$ cat src/hw/rtl/ipcidr_pkg.sv
package ipcidr_pkg;

   // character codes
   localparam logic [7:0] CHAR_NUL   = 8'h00;
   localparam logic [7:0] CHAR_ZERO  = 8'h30;
   localparam logic [7:0] CHAR_DOT   = 8'h2E;
   localparam logic [7:0] CHAR_SLASH = 8'h2F;

   // accumulator limits
   localparam int unsigned ACC_W        = 9;
   localparam logic [ACC_W-1:0] ACC_MAX  = 9'd511;
   localparam logic [ACC_W-1:0] OCTET_MAX = 9'd255;
   localparam logic [ACC_W-1:0] MASK_MAX  = 9'd32;
   localparam logic [1:0] LAST_OCTET     = 2'd3;

   // parse phase
   typedef enum logic [1:0] {
      PH_OCTET = 2'd0,
      PH_SLASH = 2'd1,
      PH_MASK  = 2'd2,
      PH_DONE  = 2'd3
   } phase_type;

   // result status codes
   typedef enum logic [2:0] {
      ST_OK        = 3'd0,
      ST_BAD_SYM   = 3'd1,
      ST_OCTET_BIG = 3'd2,
      ST_NO_MASK   = 3'd3,
      ST_MASK_BIG  = 3'd4
   } status_type;

   // per-string parse state
   typedef struct packed {
      phase_type        phase;
      logic [1:0]       octet_count;
      logic [ACC_W-1:0] accumulator;
      logic             digit_seen;
      logic [31:0]      address_shift;
   } parse_state_type;

   localparam parse_state_type STATE_RESET = '{
      phase:         PH_OCTET,
      octet_count:   2'd0,
      accumulator:   '0,
      digit_seen:    1'b0,
      address_shift: 32'd0
   };

   // one result
   typedef struct packed {
      status_type  status;
      logic [31:0] address;
      logic [5:0]  prefix_length;
   } result_type;

endpackage

$ cat src/hw/rtl/ipcidr_step.sv
module ipcidr_step (
   input  ipcidr_pkg::parse_state_type cur,
   input  logic [7:0]                  character,
   output ipcidr_pkg::parse_state_type nxt,
   output logic                        emit,
   output ipcidr_pkg::result_type      result
);

   logic [7:0]                   digit;
   logic                         is_digit;
   logic                         is_nul;
   logic [12:0]                  acc_times_ten;
   logic [ipcidr_pkg::ACC_W-1:0] acc_added;
   ipcidr_pkg::status_type       status;
   logic [31:0]                  addr_pushed;
   ipcidr_pkg::parse_state_type  data_nxt;
   ipcidr_pkg::phase_type        phase_nxt;

   // digit decode and saturating multiply-by-ten accumulate
   always_comb begin
      digit         = character - ipcidr_pkg::CHAR_ZERO;
      is_digit      = (digit < 8'd10);
      is_nul        = (character == ipcidr_pkg::CHAR_NUL);
      acc_times_ten = {1'b0, cur.accumulator, 3'b000} + {3'b000, cur.accumulator, 1'b0}
                      + {9'd0, digit[3:0]};
      acc_added     = (acc_times_ten > {4'd0, ipcidr_pkg::ACC_MAX}) ?
                      ipcidr_pkg::ACC_MAX : acc_times_ten[ipcidr_pkg::ACC_W-1:0];
      addr_pushed   = {cur.address_shift[23:0], cur.accumulator[7:0]};
   end

   // data state update and decision
   always_comb begin
      emit                   = 1'b0;
      status                 = ipcidr_pkg::ST_OK;
      data_nxt.octet_count   = cur.octet_count;
      data_nxt.accumulator   = cur.accumulator;
      data_nxt.digit_seen    = cur.digit_seen;
      data_nxt.address_shift = cur.address_shift;
      data_nxt.phase         = cur.phase;
      case (cur.phase)
         ipcidr_pkg::PH_OCTET: begin
            if (is_digit) begin
               data_nxt.accumulator = acc_added;
               data_nxt.digit_seen  = 1'b1;
               if (acc_added > ipcidr_pkg::OCTET_MAX) begin
                  emit   = 1'b1;
                  status = ipcidr_pkg::ST_OCTET_BIG;
               end
            end else if (!cur.digit_seen) begin
               emit   = 1'b1;
               status = ipcidr_pkg::ST_BAD_SYM;
            end else if (cur.octet_count != ipcidr_pkg::LAST_OCTET) begin
               if (character != ipcidr_pkg::CHAR_DOT) begin
                  emit   = 1'b1;
                  status = ipcidr_pkg::ST_BAD_SYM;
               end else begin
                  data_nxt.address_shift = addr_pushed;
                  data_nxt.octet_count   = cur.octet_count + 2'd1;
                  data_nxt.accumulator   = '0;
                  data_nxt.digit_seen    = 1'b0;
               end
            end else if (character != ipcidr_pkg::CHAR_SLASH) begin
               emit   = 1'b1;
               status = ipcidr_pkg::ST_NO_MASK;
            end else begin
               data_nxt.address_shift = addr_pushed;
               data_nxt.accumulator   = '0;
               data_nxt.digit_seen    = 1'b0;
            end
         end
         ipcidr_pkg::PH_SLASH: begin
            if (is_nul) begin
               emit   = 1'b1;
               status = ipcidr_pkg::ST_NO_MASK;
            end else if (!is_digit) begin
               emit   = 1'b1;
               status = ipcidr_pkg::ST_BAD_SYM;
            end else begin
               data_nxt.accumulator = acc_added;
               data_nxt.digit_seen  = 1'b1;
               if (acc_added > ipcidr_pkg::MASK_MAX) begin
                  emit   = 1'b1;
                  status = ipcidr_pkg::ST_MASK_BIG;
               end
            end
         end
         ipcidr_pkg::PH_MASK: begin
            if (is_digit) begin
               data_nxt.accumulator = acc_added;
               data_nxt.digit_seen  = 1'b1;
               if (acc_added > ipcidr_pkg::MASK_MAX) begin
                  emit   = 1'b1;
                  status = ipcidr_pkg::ST_MASK_BIG;
               end
            end else begin
               emit   = 1'b1;
               status = ipcidr_pkg::ST_OK;
            end
         end
         default: begin
            // decided: drop text until the terminator
         end
      endcase

      // a terminator that ends the string starts over
      if ((emit || cur.phase == ipcidr_pkg::PH_DONE) && is_nul) begin
         data_nxt.octet_count   = 2'd0;
         data_nxt.accumulator   = '0;
         data_nxt.digit_seen    = 1'b0;
         data_nxt.address_shift = 32'd0;
      end
   end

   // next phase
   always_comb begin
      phase_nxt = cur.phase;
      case (cur.phase)
         ipcidr_pkg::PH_OCTET: begin
            if (!emit && !is_digit && cur.octet_count == ipcidr_pkg::LAST_OCTET)
               phase_nxt = ipcidr_pkg::PH_SLASH;
         end
         ipcidr_pkg::PH_SLASH: phase_nxt = ipcidr_pkg::PH_MASK;
         ipcidr_pkg::PH_MASK:  phase_nxt = ipcidr_pkg::PH_MASK;
         default:              phase_nxt = ipcidr_pkg::PH_DONE;
      endcase
      if (emit)
         phase_nxt = ipcidr_pkg::PH_DONE;
      if ((emit || cur.phase == ipcidr_pkg::PH_DONE) && is_nul)
         phase_nxt = ipcidr_pkg::PH_OCTET;
   end

   // full next state
   always_comb begin
      nxt       = data_nxt;
      nxt.phase = phase_nxt;
   end

   // result fields, zero on error
   always_comb begin
      result.status        = status;
      result.address       = (status == ipcidr_pkg::ST_OK) ? cur.address_shift : 32'd0;
      result.prefix_length = (status == ipcidr_pkg::ST_OK) ? cur.accumulator[5:0] : 6'd0;
   end

endmodule

$ cat src/hw/rtl/ipv4_cidr_text_parser_core.sv
// channel   ports                                   direction
// request   req_valid, req_stall, req_character      in (req_stall out)
// response  rsp_valid, rsp_stall, rsp_status,
//           rsp_address, rsp_prefix_length          out (rsp_stall in)
//
// One character per cycle while rsp_stall is low; the character that decides a
// response passes the input register, then the response register, before it leaves.
// The parse state updates as a character moves from the input register into
// the response stage; the response register lets a new request in while a
// result waits. Synchronous active-high reset clears the parse state and
// both valid flags. rsp_stall holds the response and backs up to req_stall.
module ipv4_cidr_text_parser_core (
   input  logic        clock,
   input  logic        reset,
   input  logic        req_valid,
   output logic        req_stall,
   input  logic [7:0]  req_character,
   output logic        rsp_valid,
   input  logic        rsp_stall,
   output logic [2:0]  rsp_status,
   output logic [31:0] rsp_address,
   output logic [5:0]  rsp_prefix_length
);

   logic                        in_valid_ff, in_valid_in;
   logic [7:0]                  in_char_ff, in_char_in;
   logic                        rsp_valid_ff, rsp_valid_in;
   ipcidr_pkg::result_type      rsp_data_ff, rsp_data_in;
   ipcidr_pkg::parse_state_type state_ff, state_in;
   ipcidr_pkg::parse_state_type step_nxt;
   ipcidr_pkg::result_type      step_result;
   logic                        step_emit;
   logic                        advance;
   logic                        req_accept;
   logic                        process;

   ipcidr_step u_step (
      .cur       (state_ff),
      .character (in_char_ff),
      .nxt       (step_nxt),
      .emit      (step_emit),
      .result    (step_result)
   );

   // handshake
   always_comb begin
      advance    = !rsp_valid_ff || !rsp_stall;
      req_stall  = in_valid_ff && !advance;
      req_accept = req_valid && !req_stall;
      process    = in_valid_ff && advance;
   end

   // next values
   always_comb begin
      in_valid_in  = req_accept ? 1'b1 : (advance ? 1'b0 : in_valid_ff);
      in_char_in   = req_accept ? req_character : in_char_ff;
      state_in     = process ? step_nxt : state_ff;
      rsp_valid_in = advance ? (process && step_emit) : rsp_valid_ff;
      rsp_data_in  = (process && step_emit) ? step_result : rsp_data_ff;
   end

   // control registers
   always_ff @(posedge clock) begin
      if (reset) begin
         in_valid_ff  <= 1'b0;
         rsp_valid_ff <= 1'b0;
         state_ff     <= ipcidr_pkg::STATE_RESET;
      end else begin
         in_valid_ff  <= in_valid_in;
         rsp_valid_ff <= rsp_valid_in;
         state_ff     <= state_in;
      end
   end

   // payload registers
   always_ff @(posedge clock) begin
      in_char_ff  <= in_char_in;
      rsp_data_ff <= rsp_data_in;
   end

   assign rsp_valid         = rsp_valid_ff;
   assign rsp_status        = rsp_data_ff.status;
   assign rsp_address       = rsp_data_ff.address;
   assign rsp_prefix_length = rsp_data_ff.prefix_length;

   // octet digits never hold a value past 255
   a_octet_range: assert property (@(posedge clock) disable iff (reset)
      state_ff.phase == ipcidr_pkg::PH_OCTET |-> state_ff.accumulator <= ipcidr_pkg::OCTET_MAX)
      else $error("octet accumulator out of range");

   // mask digits never hold a value past 32
   a_mask_range: assert property (@(posedge clock) disable iff (reset)
      state_ff.phase == ipcidr_pkg::PH_MASK |-> state_ff.accumulator <= ipcidr_pkg::MASK_MAX)
      else $error("mask accumulator out of range");

   // errors carry zero address and prefix
   a_err_zero: assert property (@(posedge clock) disable iff (reset)
      rsp_valid_ff && rsp_data_ff.status != ipcidr_pkg::ST_OK
      |-> rsp_data_ff.address == 32'd0 && rsp_data_ff.prefix_length == 6'd0)
      else $error("error response with nonzero payload");

   // a held character is not lost while the response stage is blocked
   a_in_hold: assert property (@(posedge clock) disable iff (reset)
      in_valid_ff && !advance |=> in_valid_ff && $stable(in_char_ff))
      else $error("input register lost a pending character");

   // parse state only moves when a character is processed
   a_state_hold: assert property (@(posedge clock) disable iff (reset)
      !process |=> $stable(state_ff))
      else $error("parse state changed without a character");

endmodule

$ cat config.mk
export PLATFORM = sky130hd
export DESIGN_NAME = ipv4_cidr_text_parser_core
export DESIGN_NICKNAME = d
export VERILOG_FILES = /design/src/hw/rtl/ipcidr_pkg.sv /design/src/hw/rtl/ipcidr_step.sv /design/src/hw/rtl/ipv4_cidr_text_parser_core.sv
export SDC_FILE = /design/constraint.sdc
export NUM_CORES = 1
export LEC_CHECK = 0
export BUFFER_PORTS_ARGS = -buffer_cell sky130_fd_sc_hd__buf_2
export CORE_MARGIN = 3
export CORE_UTILIZATION = 50
export DETAILED_ROUTE_END_ITERATION = 7
export GPL_ROUTABILITY_DRIVEN = 0
export GPL_TIMING_DRIVEN = 0
export PLACE_DENSITY = 0.8
export RECOVER_POWER = 50
export SYNTH_ARGS = -nofsm -noshare
export SYNTH_HDL_FRONTEND = slang
export SYNTH_SLANG_ARGS = --single-unit
$ cat constraint.sdc
create_clock -name clock -period 4.8 [get_ports clock]
set_clock_uncertainty 0.15 [all_clocks]
set_input_delay 0.96 -clock clock [delete_from_list [all_inputs] [get_ports clock]]
set_output_delay 0.96 -clock clock [all_outputs]
set_load 0.01 [all_outputs]
======== Yosys cells after proc, flatten, opt, wreduce, memory -nomap -nowiden ========
Index checks and enable logic that the tools add are counted.
word-level totals
  flip-flop bits (word level) ............. 97
  input bits .............................. 12
  memory bits (writable) .................. 0
  ROM bits ................................ 0
  memories kept ........................... 0
  bits in latches ......................... 0
cells by class
  $lt $le $gt $ge ......................... 4
  add/subtract/negate cells ............... 4
  bitwise gates (word level) .............. 0
  reductions and logical operators ........ 29
  muxes and demuxes ....................... 42
  divide/modulo/power cells ............... 0
  eq/ne operators ......................... 16
  shifts and indexed selects .............. 0
  multipliers ............................. 0
operators by type and width
  kind                                                            count
  2-to-1 mux 44 bit                                               3
  2-to-1 mux 42 bit                                               2
  2-to-1 mux 32 bit                                               2
  2-to-1 mux 10 bit                                               3
  case mux 10 bit (3 select lines)                                1
  2-to-1 mux 3 bit                                                7
  AND reduction 6 bit                                             3
  2-to-1 mux 2 bit                                                8
  != test 8 x 6 -> 1 bit, second input constant                   2
  adder 12 x 10 -> 13 bit                                         1
  adder 13 x 4 -> 13 bit                                          1
  greater-than comparator 13 x 9 -> 1 bit, second input constant  1
  2-to-1 mux 1 bit                                                12
  greater-than comparator 9 x 6 -> 1 bit, second input constant   1
  greater-than comparator 9 x 8 -> 1 bit, second input constant   1
  2-to-1 mux 9 bit                                                1
  case mux 3 bit (3 select lines)                                 1
  logical NOT 8 bit                                               1
  < comparator 8 x 4 -> 1 bit, second input constant              1
  != test 4 x 2 -> 1 bit, second input constant                   2
  nonzero test 2 bit                                              4
  subtractor 8 x 6 -> 8 bit, second input constant                1
  logical AND 1 bit                                               7
  equality test 2 bit, second input constant                      3
  17 further kinds                                                26

======== Logic depth before layout (Yosys ltp) ========
  depth after elaboration ................. 16
  depth in mapped cells ................... 13

======== Hierarchy ========
From an unflattened synthesis, not the netlist that was laid out.
second synthesis, totals
  cell total of the unflattened synthesis .. 542
  area total of the unflattened synthesis .. 5,733.0 µm²
modules (own cells, without submodules)
  module                      seq. area each (µm²)  area each (µm²)  cells an instance  instances
  ipv4_cidr_text_parser_core  2,432.3               3,657.3          260                1
  ipcidr_step                 0.0                   2,075.7          282                1

======== Worst setup path after synthesis ========
Ideal clock, no wire load.
  kind .................................... register to register
  from .................................... register in_char_ff[3]
  to ...................................... register rsp_data_ff (netlist bit rsp_address[0]) (enable)
  cell stages (with the launch flop) ...... 11
  arrival time ............................ 3.520 ns
  library setup time ...................... 0.395 ns
  clock period less this slack ............ 4.065 ns
  setup slack ............................. 0.735 ns
  path buffers ............................ 0
  data required time ...................... 4.255 ns
  cell sequence ........................... edfxtp_1 -> fa_1 -> inv_1 -> fa_1 -> nand2b_1 -> a21o_1 -> a211oi_1 -> a211oi_1 -> nor3_1 -> o21ai_0 -> inv_1
on the way
  cells in the longest elaborated chain, start to end .. 10
  elaborated cells on any way between the ends .. 21
ends and longest elaborated chain
  element                                  line                                  RTL
  start, declared                          ipv4_cidr_text_parser_core.sv:26      logic [7:0] in_char_ff, in_char_in;
  start signal, assigned                   ipv4_cidr_text_parser_core.sv:77      in_char_ff <= in_char_in;
  subtractor 8 x 6 -> 8 bit                ipcidr_step.sv:21                     digit = character - ipcidr_pkg::CHAR_ZERO;
  adder 13 x 4 -> 13 bit                   ipcidr_step.sv:25                     + {9'd0, digit[3:0]};
  greater-than comparator 13 x 9 -> 1 bit  ipcidr_step.sv:26                     acc_added = (acc_times_ten > {4'd0, ipcidr_pkg::ACC_MAX}) ?
  2-to-1 mux 9 bit                         ipcidr_step.sv:26
  greater-than comparator 9 x 6 -> 1 bit   ipcidr_step.sv:81, ipcidr_step.sv:91
  2-to-1 mux 1 bit                         ipcidr_step.sv:81, ipcidr_step.sv:91
  2-to-1 mux 1 bit                         ipcidr_step.sv:88                     if (is_digit) begin
  2-to-1 mux 1 bit                         ipcidr_step.sv:72                     if (is_nul) begin
  case mux 1 bit (3 select lines) *        ipcidr_step.sv:40                     case (cur.phase)
  logical AND 1 bit *                      ipv4_cidr_text_parser_core.sv:59      rsp_data_in = (process && step_emit) ? step_result : rsp_data_ff;
  end signal, assigned                     ipv4_cidr_text_parser_core.sv:78      rsp_data_ff <= rsp_data_in;
  end, declared                            ipv4_cidr_text_parser_core.sv:28      ipcidr_pkg::result_type rsp_data_ff, rsp_data_in;
Every way passes the cells marked *; elsewhere a longest branch is shown, timed or not.
A chain may end at the register's enable or synchronous reset.

======== Final worst setup path ========
  from .................................... register in_char_ff[3]
  to ...................................... register rsp_data_ff (netlist bit rsp_prefix_length[1]) (enable)
Same word-level chain as after synthesis.

==> results.json <==
{
  "multi_input_comb_area_um2": 1823,
  "drive_above_1_share_pct": 8.297,
  "fp.dieW_um": 99.86,
  "synth.top_cells.by_area": "edfxtp_1 (33%), dfxtp_1 (22%), ha_1 (6.8%)",
  "crit_path_max_incr_delay_ps": 540,
  "peak_ir_drop_on_the_vdd_network_v": 0.0001887,
  "power.leakage_uw": 0.001845,
  "timing.critical_path.from_type": "register",
  "synth_xor_area_share_pct": 0.5966,
  "register_area_um2": 2432,
  "clk_pin_slew_worst_paths_ps": 90,
  "synth-warning-count": 0,
  "sinks_on_the_clock_net": 97,
  "worst_ep_required_time_ps": 4660,
  "final_antenna_net_count": 0,
  "power-per-cell-area_nw_per_um2": 374.4,
  "pin_count_of_the_biggest_net_entering_global_routing": 42,
  "postSynthRegisterBits": 97,
  "drt-initial-drc-count": 165,
  "postSynth.asyncResetShare_pct": 0,
  "antenna-diode-count": 0,
  "worst_slew_pin_slew_ps": 884.9,
  "drv_cap": 0,
  "area_growth_synth_to_finish_pct": 11.36,
  "finalHoldViolations": 0,
  "syn_avg_cell_area_um2": 11.32,
  "ys_top_cells_by_count": "edfxtp_1 (49), dfxtp_1 (48), and2_1 (41), nor2_1 (41), a22oi_1 (25)",
  "synth_top_family_by_area": "compound AO/OA/AOI/OAI gates",
  "netlist.area_leader.share_pct": 33.41,
  "cts.repair_timing.setup_buffer_count": 0,
  "cts_hold_buffers": 0,
  "muxShareOfSynthArea_pct": 0,
  "max-clock-path-buffers": 2,
  "floorplan.initialDensity_pct": 52.55,
  "cts_htree_levels": 3,
  "grt_pass1_wl_um": 14630,
  "timing_worst_setup_path_type": "reg2reg",
  "mapped_nets": 427,
  "worstSkewPairLatency_ps": 370,
  "timing.critical_path.cells": "fa_1 > ha_1 > a211oi_2 > o21ai_1 > a311o_1 > a21oi_1 > a31oi_1 > o21ai_0 > inv_2",
  "most_common_cell_in_the_netlist": "edfxtp_1",
  "run_status": "completed",
  "synth_compound_gate_area_share_pct": 17.27,
  "clock_tree_from_tritoncts": "built",
  "number_of_gates_resized_after_cts": 0,
  "fp-row-count": 33,
  "yosys.area.top_type": "edfxtp_1",
  "rsz0062_at_grt": "no",
  "instance_count_of_the_mapped_netlist": 389,
  "timing.hold.worst_endpoint": "state_ff[28]",
  "achievable_freq_ghz": 0.2428,
  "slowest_stage": "fa_1",
  "synth_area_um2": 4404,
  "chipHeight_um": 99.86,
  "worst_r2r_endpoint": "rsp_prefix_length[1]",
  "post-route-worst-setup-slack_ps": 680.6,
  "final_net_count": 491,
  "finalCriticalPeriod_ps": 4119,
  "worst_r2r_path_depth": 9,
  "netlist-cell-type-count": 59,
  "core_um2": 8382,
  "drv_slew": 0,
  "preCtsSetupSlack_ps": 76.42,
  "grt_pass1_vias": 3083,
  "tns_ps": 0,
  "crit_arrival_ps": 3980,
  "hold_class": "reg2reg",
  "numPortBuffers": 53,
  "total_global_route_track_usage_pct": 18.43,
  "top_level_ports": 55,
  "worstPathMaxFanout": 41,
  "drt-pass1-iter-count": 5,
  "timing.critical_path.to_type": "register",
  "cts_inserted_buffers": 9,
  "hpwlAfterDp_um": 6509,
  "hold_depth": 2,
  "drc": 0,
  "finalWirelength_um": 8783,
  "viasPerCell": 5.632,
  "die-area_um2": 9971,
  "num_vias": 3171,
  "number_of_enable_type_register_cells_in_the_synthesized_netlist": 49,
  "num-fill-cells": 726,
  "synth_seq_area_share_pct": 55.23,
  "timing.slew.headroom_pct": 40.55,
  "synth_fa_ha_area_share_pct": 7.727,
  "final-setup-viol-count": 0,
  "synthFlopType": "edfxtp_1",
  "grt_overflow": 0,
  "synth_simple_gate_area_share_pct": 16.16,
  "fin_crit_sh_pct": 85.82,
  "buffer_type_at_the_clock_tree_root": "clkbuf_8",
  "antenna_found_initial": 0,
  "detail_route.wl_per_cell_um": 15.60,
  "regToRegSetupSlack_ps": 680,
  "hold_start": "state_ff[28]",
  "critical_path.reg2reg.startpoint": "in_char_ff[3]"
}
-- cell type report --
cell class / count / share of cell area [%]
sequential: 97 / 49.59
tap: 105 / 2.679
clock inverter: 7 / 1.097
clock buffer: 9 / 2.526
timing repair buffer: 53 / 4.286
buffer: 16 / 1.735
multi-input combinational: 264 / 37.17
inverter: 12 / 0.9184
-- critical path, delay by kind of cell (launching register included) --
kind	cells	cell delay, ps
AOI/OAI and AO/OA	6	1880
adders and majority gates	2	870
DFF	1	460
buffers and inverters	1	370
-- cells in the final DEF (no fill, tap or decap), types with 4 or more instances in the layout --
master	instances
a22o_1	5
and2_1	39
a21oi_1	12
nor2_1	41
o31ai_1	4
buf_2	13
a21o_1	4
clkbuf_8	9
a211oi_1	5
edfxtp_1	49
a22oi_1	25
o21ai_0	13
nand2_1	13
ha_1	24
clkbuf_1	52
o2bb2ai_1	7
dfxtp_1	48
nor3_1	10
inv_1	11
-- stage by stage --
step / utilization (%) / instances / area [um^2] / power [uW] / hold slack (ps)
after floorplan: - / 389 / 4404 / 1253 / 303.2
after CTS: 59.40 / 563 / 4979 / 1863 / 356.6
after global placement: 57.28 / 547 / 4801 / 1371 / 311.4
after global routing: 58.52 / 563 / 4905 / 1922 / 366.5
after detailed placement: 57.28 / 547 / 4801 / 1389 / 339.3
final: 58.52 / 563 / 4905 / 1837 / 355.3
-- cells by family after synthesis --
kind of cell / after synthesis
DFF: 97
adders and majority gates: 26
xor gates and xnor gates: 3
and+or+nand+nor: 135
AOI/OAI and AO/OA: 100
buffers and inverters: 28
-- registers in the layout, indices dropped and copies added, names as in the netlist --
register and count:
state_ff 46, rsp_address 32, in_char_ff 8, rsp_prefix_length 6
rsp_status 3, in_valid_ff 1, rsp_valid 1
-- metal layers --
metal	vias up	global-route usage [%]	share of wire [%]
li1	1569	-	-
met1	1497	22.19	42
met2	90	32.99	52
met3	15	3.822	5.4
met4	0	5.777	1.5
met5	-	0	0
-- worst max-delay path by stage --
stage | cells past startpoint | end | from
floorplan | 10 | rsp_address[0] | in_char_ff[3]
global placement | 10 | rsp_prefix_length[1] | in_char_ff[3]
detailed placement | 10 | rsp_prefix_length[2] | in_char_ff[3]
CTS | 10 | rsp_prefix_length[5] | in_char_ff[3]
global route | 10 | rsp_address[7] | in_char_ff[3]
finish | 9 | rsp_prefix_length[1] | in_char_ff[3]
-- power breakdown --
part | switching, uW | leakage [uW] | total, uW | internal (uW)
clock | 292 | 0.0000879 | 486 | 193
combinational | 244 | 0.000900 | 360 | 116
sequential | 34.4 | 0.000857 | 990 | 956
total | 571 | 0.00184 | 1840 | 1270
No activity file was read; power rests on OpenSTA's default activity.
